[src/rtl/core/rgbir_pkg.sv]
package rgbir_pkg;

  // Interpolation kernels, named by the 2x2 neighbourhood seen from the centre
  typedef enum logic [2:0] {
    K_GIBG,
    K_IGGR,
    K_BGGI,
    K_GRIG,
    K_GIRG,
    K_IGGB,
    K_RGGI,
    K_GBIG
  } kernel_t;

  // Line phases carried in tuser
  typedef enum logic [1:0] {
    PAT_BGGI = 2'd0,
    PAT_GIRG = 2'd1,
    PAT_RGGI = 2'd2,
    PAT_GIBG = 2'd3
  } line_pat_t;

  localparam int unsigned PIX_W  = 8;
  localparam int unsigned COL_W  = 12;
  localparam int unsigned CFG_W  = 13;
  localparam int unsigned SAMP_W = 3 * PIX_W;
  localparam logic [CFG_W-1:0] LINE_WIDTH_RST = 13'd640;

  // Kernel for a line phase and the column phase of the centre pixel
  function automatic kernel_t kernel_sel(input line_pat_t pat, input logic [1:0] ph);
    kernel_t k;
    k = K_BGGI;
    case (pat)
      PAT_BGGI: begin
        case (ph)
          2'd0:    k = K_BGGI;
          2'd1:    k = K_GRIG;
          2'd2:    k = K_RGGI;
          default: k = K_GBIG;
        endcase
      end
      PAT_GIRG: begin
        case (ph)
          2'd0:    k = K_GIRG;
          2'd1:    k = K_IGGB;
          2'd2:    k = K_GIBG;
          default: k = K_IGGR;
        endcase
      end
      PAT_RGGI: begin
        case (ph)
          2'd0:    k = K_RGGI;
          2'd1:    k = K_GBIG;
          2'd2:    k = K_BGGI;
          default: k = K_GRIG;
        endcase
      end
      default: begin
        case (ph)
          2'd0:    k = K_GIBG;
          2'd1:    k = K_IGGR;
          2'd2:    k = K_GIRG;
          default: k = K_IGGB;
        endcase
      end
    endcase
    return k;
  endfunction

  // Truncating divide by three for sums of three samples (at most 765)
  function automatic logic [PIX_W-1:0] div3(input logic [9:0] s);
    logic [20:0] p;
    p = 21'(s) * 21'd683;
    return p[18:11];
  endfunction

endpackage

[src/rtl/core/rgbir_debayer_5x3.sv]
// A result word is registered and appears in the cycle after the column word that completes it.
// Throughput: one column word per cycle while out_tready allows; the first four columns of a line give no result.
// The rate is set by the single output register, which takes a word while the one
// it holds is being taken downstream.
// Reset (synchronous, rst_n low): window cleared, column count zero, line width 640.
module rgbir_debayer_5x3
  import rgbir_pkg::*;
#(
  parameter int unsigned MAX_LINE_WIDTH = 4096
) (
  input  logic                 clk,
  input  logic                 rst_n,
  // configuration: line_width
  input  logic                 cfg_we,
  input  logic [CFG_W-1:0]     cfg_wdata,
  // input column
  input  logic                 in_tvalid,
  output logic                 in_tready,
  input  logic [SAMP_W-1:0]    in_tdata,   // top_pixel, mid_pixel, bottom_pixel
  input  logic [1:0]           in_tuser,   // line_pattern
  // output pixel
  output logic                 out_tvalid,
  input  logic                 out_tready,
  output logic [47:0]          out_tdata,  // ir, red, green, blue, pixel_column, pad
  output logic                 out_tlast   // line_end
);

  // Largest usable width: a multiple of four that the 13-bit register can reach
  localparam int unsigned CAP = (MAX_LINE_WIDTH > 8191) ? 8188 : (MAX_LINE_WIDTH / 4) * 4;
  localparam int unsigned CW  = $clog2(CAP);
  localparam logic [CFG_W-1:0] CAP_W = CFG_W'(CAP);

  function automatic logic [CFG_W-1:0] eff_width(input logic [CFG_W-1:0] lw);
    logic [CFG_W-1:0] w;
    w = {lw[CFG_W-1:2], 2'b00};
    if (w < CFG_W'(8)) w = CFG_W'(8);
    if (w > CAP_W) w = CAP_W;
    return w;
  endfunction

  logic [CFG_W-1:0]  width_r;
  logic [CW-1:0]     count_r, count_nxt;
  logic [SAMP_W-1:0] win_r [4];

  logic              out_valid_r;
  logic [PIX_W-1:0]  ir_r, red_r, green_r, blue_r;
  logic [COL_W-1:0]  col_r;
  logic              last_r;

  logic              in_fire;
  logic              has_res;
  logic              line_last;
  logic [CFG_W:0]    j_inc;
  kernel_t           kern;
  logic [PIX_W-1:0]  t [5];
  logic [PIX_W-1:0]  m [5];
  logic [PIX_W-1:0]  b [5];
  logic [PIX_W-1:0]  ir_nxt, red_nxt, green_nxt, blue_nxt;
  logic [PIX_W-1:0]  cross4, diag4;
  logic [PIX_W-1:0]  mid_lr, vert_tb, m13, tlbr, trbl;
  logic [PIX_W-1:0]  tri_tb, tri_bt;
  logic [9:0]        s_cross, s_diag, s_tri_tb, s_tri_bt;
  logic [8:0]        s_mlr, s_vtb, s_m13, s_tlbr, s_trbl;

  // Handshake
  assign in_tready = !out_valid_r || out_tready;
  assign in_fire   = in_tvalid && in_tready;

  // Line position
  assign j_inc     = (CFG_W + 1)'(count_r) + (CFG_W + 1)'(1);
  assign line_last = j_inc >= {1'b0, width_r};
  assign has_res   = count_r >= CW'(4);
  assign count_nxt = line_last ? '0 : CW'(j_inc);
  assign kern      = kernel_sel(line_pat_t'(in_tuser), count_r[1:0]);

  // Unpack the five-column window, newest column straight from the input
  always_comb begin
    for (int i = 0; i < 4; i++) begin
      t[i] = win_r[i][23:16];
      m[i] = win_r[i][15:8];
      b[i] = win_r[i][7:0];
    end
    t[4] = in_tdata[7:0];
    m[4] = in_tdata[15:8];
    b[4] = in_tdata[23:16];
  end

  // Neighbour sums and truncating averages
  always_comb begin
    s_cross  = 10'(t[2]) + 10'(m[1]) + 10'(m[3]) + 10'(b[2]);
    s_diag   = 10'(t[1]) + 10'(t[3]) + 10'(b[1]) + 10'(b[3]);
    s_tri_tb = 10'(t[2]) + 10'(b[0]) + 10'(b[4]);
    s_tri_bt = 10'(t[0]) + 10'(t[4]) + 10'(b[2]);
    s_mlr    = 9'(m[0]) + 9'(m[4]);
    s_vtb    = 9'(t[2]) + 9'(b[2]);
    s_m13    = 9'(m[1]) + 9'(m[3]);
    s_tlbr   = 9'(t[1]) + 9'(b[3]);
    s_trbl   = 9'(t[3]) + 9'(b[1]);
    cross4   = s_cross[9:2];
    diag4    = s_diag[9:2];
    tri_tb   = div3(s_tri_tb);
    tri_bt   = div3(s_tri_bt);
    mid_lr   = s_mlr[8:1];
    vert_tb  = s_vtb[8:1];
    m13      = s_m13[8:1];
    tlbr     = s_tlbr[8:1];
    trbl     = s_trbl[8:1];
  end

  // Kernel selection
  always_comb begin
    ir_nxt    = m[2];
    red_nxt   = trbl;
    green_nxt = cross4;
    blue_nxt  = tlbr;
    case (kern)
      K_GIBG: begin
        ir_nxt = diag4;   red_nxt = m[2];   green_nxt = cross4; blue_nxt = mid_lr;
      end
      K_IGGR: begin
        ir_nxt = vert_tb; red_nxt = m[1];   green_nxt = m[2];   blue_nxt = m[3];
      end
      K_BGGI: begin
        ir_nxt = m13;     red_nxt = tri_tb; green_nxt = m[2];   blue_nxt = tri_bt;
      end
      K_GRIG: begin
        ir_nxt = m[2];    red_nxt = tlbr;   green_nxt = cross4; blue_nxt = trbl;
      end
      K_GIRG: begin
        ir_nxt = diag4;   red_nxt = mid_lr; green_nxt = cross4; blue_nxt = m[2];
      end
      K_IGGB: begin
        ir_nxt = vert_tb; red_nxt = m[3];   green_nxt = m[2];   blue_nxt = m[1];
      end
      K_RGGI: begin
        ir_nxt = m13;     red_nxt = tri_bt; green_nxt = m[2];   blue_nxt = tri_tb;
      end
      default: begin
        ir_nxt = m[2];    red_nxt = trbl;   green_nxt = cross4; blue_nxt = tlbr;
      end
    endcase
  end

  // Width register and column counter
  always_ff @(posedge clk) begin
    if (!rst_n) begin
      width_r <= eff_width(LINE_WIDTH_RST);
      count_r <= '0;
    end else if (cfg_we) begin
      width_r <= eff_width(cfg_wdata);
      count_r <= '0;
    end else if (in_fire) begin
      count_r <= count_nxt;
    end
  end

  // Column window shift
  always_ff @(posedge clk) begin
    if (!rst_n) begin
      for (int i = 0; i < 4; i++) win_r[i] <= '0;
    end else if (in_fire) begin
      for (int i = 0; i < 3; i++) win_r[i] <= win_r[i + 1];
      win_r[3] <= {in_tdata[7:0], in_tdata[15:8], in_tdata[23:16]};
    end
  end

  // Output register
  always_ff @(posedge clk) begin
    if (!rst_n) begin
      out_valid_r <= 1'b0;
    end else if (in_tready) begin
      out_valid_r <= in_fire && has_res;
    end
  end

  always_ff @(posedge clk) begin
    if (in_fire && has_res) begin
      ir_r    <= ir_nxt;
      red_r   <= red_nxt;
      green_r <= green_nxt;
      blue_r  <= blue_nxt;
      col_r   <= COL_W'(count_r) - COL_W'(2);
      last_r  <= line_last;
    end
  end

  assign out_tvalid = out_valid_r;
  assign out_tdata  = {4'b0000, col_r, blue_r, green_r, red_r, ir_r};
  assign out_tlast  = last_r;

endmodule
[config.mk]
export PLATFORM = sky130hd
export DESIGN_NAME = rgbir_debayer_5x3
export DESIGN_NICKNAME = d
export VERILOG_FILES = /design/src/rtl/core/rgbir_pkg.sv /design/src/rtl/core/rgbir_debayer_5x3.sv
export SDC_FILE = /design/constraint.sdc
export NUM_CORES = 1
export LEC_CHECK = 0
export BUFFER_PORTS_ARGS = -buffer_cell sky130_fd_sc_hd__buf_4
export CORE_MARGIN = 4
export CORE_UTILIZATION = 29
export CTS_CLUSTER_SIZE = 16
export DETAILED_ROUTE_END_ITERATION = 10
export PLACE_DENSITY = 0.49
export RECOVER_POWER = 25
export REMOVE_ABC_BUFFERS = 1
export SYNTH_ARGS = -nofsm -noshare
export SYNTH_HDL_FRONTEND = slang
export SYNTH_SLANG_ARGS = --single-unit
[constraint.sdc]
create_clock -name clk -period 9.87 [get_ports clk]
set_input_delay 1.974 -clock clk [delete_from_list [all_inputs] [get_ports clk]]
set_output_delay 1.974 -clock clk [all_outputs]
set_load 0.01 [all_outputs]
==> flow_summary.ini <==
[drt]
drt_iter0_markers = 639
vias_per_cell = 4.93
vias = 10900
wl_um = 41800
dr.pass1.iters = 5
drtAntennaViolNets = 0
wire_per_inst_um = 18.9
drc_errors = 0

[clocking]
clk_path_buf_depth = 2
numCtsBuffers = 17
clk_pin_slew_ns = 0.06
postCtsSetupRepairBufs = 0
htreeDepth = 4
cts_tree = yes
root_buffer = clkbuf_16
hold_buffers = 0
worst_skew_pair.late_latency_ns = 0.46
post_cts_resized = 0
clock_sinks = 165

[cells_and_area]
fillerInstances = 5183
layout_commonest_cell = ha_1
nNetsFinal = 1858
seq_area_mm2 = 0.00471
multiInputGateArea_mm2 = 0.00933
mostFrequentLayoutCells = ha_1 (195), inv_1 (170), edfxtp_1 (141)
drive_gt1_share_pct = 8.20
syn_to_final_growth_pct = 12.9
antenna_cells = 0

[yosys]
syn_avg_cell_area_um2 = 10.2
syn_inst = 1453
synthArstFlopShare_pct = 0
yosysSeqAreaShare_pct = 31.7
synth_cell_type_count = 77
synth_ff_type = edfxtp_1
ys_warn_count = 0
synth_area_mm2 = 0.0149
synth_edf_count = 141
ys_seq_elements = 165

[setup_path]
start_kind = input port
worstPathArrival_ns = 9.06
worst_path_most_repeated_cell = inv_1
crit_required_ns = 9.99
criticalPathCategory = input port to register
cpMaxStageDelayCell = fa_1
max_stage_delay_ns = 0.53
crit_fanout = 3
endpoint_kind = register

[grt]
gr-total-overflow = 0
grt_pass1_wl_um = 64800
antenna_found_initial = 1
first_global_vias = 11100
grt_start_max_net_pins = 88
grt.total_usage_pct = 15.5

[timing]
final.setup.tns_ns = 0
finalSetupViolCount = 0
fmax_mhz = 112
min_period_ns = 8.94
rsz0062_at_grt = false
worstMarginPinSlew_ns = 3.55
worst_slew_margin_rel_pct = -137
final_max_slew_viol_count = 88
hold_violations = 0
final.period_utilization_pct = 90.6
fin_skew_ns = 0.0169

[die]
dieArea_mm2 = 0.0550
ios = 95
num_rows = 82
die_w_um = 234
coreArea_mm2 = 0.0504
fp.dieH_um = 234
start_util_pct = 29.5

[placed_design]
io_buffers = 88
gp_congestion = 0.846
hpwl_um = 32900

[flow_run]
cap_viol_max_count = 1

[run_status]
status = finished with violations
violations = capacitance limit, slew limit

[min_path]
hold_path_class = register to register
[stage by stage]
step	instances	utilization, %	instance area (µm²)	setup WS, ns	hold slack (ns)
global placement	2176	32.4	16300	0.513	0.480
detailed placement	2176	32.4	16300	0.492	0.477
floorplan	1399	-	14600	1.23	0.449
CTS	2208	33.6	16900	0.904	0.492
global route	2208	33.3	16800	0.308	0.529
finish	2208	33.3	16800	0.929	0.486
[registers in the layout, indices dropped and copies added, names as in the netlist, 8 cells and up]
| register | count |
|---|---|
| ir_r | 8 |
| win_r | 96 |
| blue_r | 8 |
| red_r | 8 |
| width_r | 11 |
| green_r | 8 |
| col_r | 12 |
| count_r | 12 |
[routing by layer]
| layer | global-route usage [%] | up-vias | routed length (µm) |
|---|---|---|---|
| li1 | - | 5318 | - |
| met1 | 20.5 | 5316 | 19100 |
| met2 | 26.1 | 213 | 20000 |
| met3 | 2.84 | 37 | 1760 |
| met4 | 4.25 | 0 | 918 |
| met5 | 0 | - | 0 |
[synthesized netlist by cell type, types with 22 or more instances]
cell type,n,area share (%)
dfxtp_1,24,3.2
a21oi_1,90,3.0
o21ai_0,60,2.0
and3_1,93,3.9
clkbuf_1,44,1.1
inv_1,170,4.3
ha_1,195,16
xnor2_1,57,3.4
fa_1,96,13
nor2_1,71,1.8
nand2_1,70,1.8
edfxtp_1,141,28
nor3_1,47,1.6
xor2_1,35,2.1
a21o_1,22,1.1
[cells by family after synthesis]
| logic type | count (synthesis) | synth area share [%] |
|---|---|---|
| simple gates | 361 | 12.5 |
| compound gates | 296 | 13.1 |
| fa+ha+maj | 291 | 29.3 |
| buf+inv | 228 | 5.91 |
| flops | 165 | 31.7 |
| xor+xnor | 92 | 5.42 |
| mux | 19 | 1.97 |
| other cells | 1 | 0.0252 |
[area by class of cell]
class	instances	share of cell area, %
Clock inverter	13	1.16
Sequential cell	165	28.1
Multi-Input combinational cell	1063	55.5
Tap cell	672	5.01
Timing Repair Buffer	105	3.80
Clock buffer	19	2.58
Inverter	171	3.82
[worst max-delay path: cells and delay by family]
kind / cells / cell delay (ns)
adder cells (fa/ha/maj): 9 / 3.29
AO/OA/AOI/OAI: 8 / 2.14
buffers and inverters: 10 / 0.75
AND/OR/NAND/NOR: 3 / 0.66
XOR/XNOR: 1 / 0.25
[worst paths after layout]
path / end / start / slack, ns / cells after the start
worst min-delay path: width_r[5] / width_r[5] / 0.49 / 2
worst max-delay path: red_r[7] / in_tdata[17] / 0.93 / 31
worst min register to register: width_r[5] / width_r[5] / 0.49 / 2
worst max register to register: red_r[6] / win_r[2][1] / 1.94 / 31
Power is left out: the tool's default activity adds up to more than one toggle a clock period on the data nets, which glitch-free logic cannot reach.
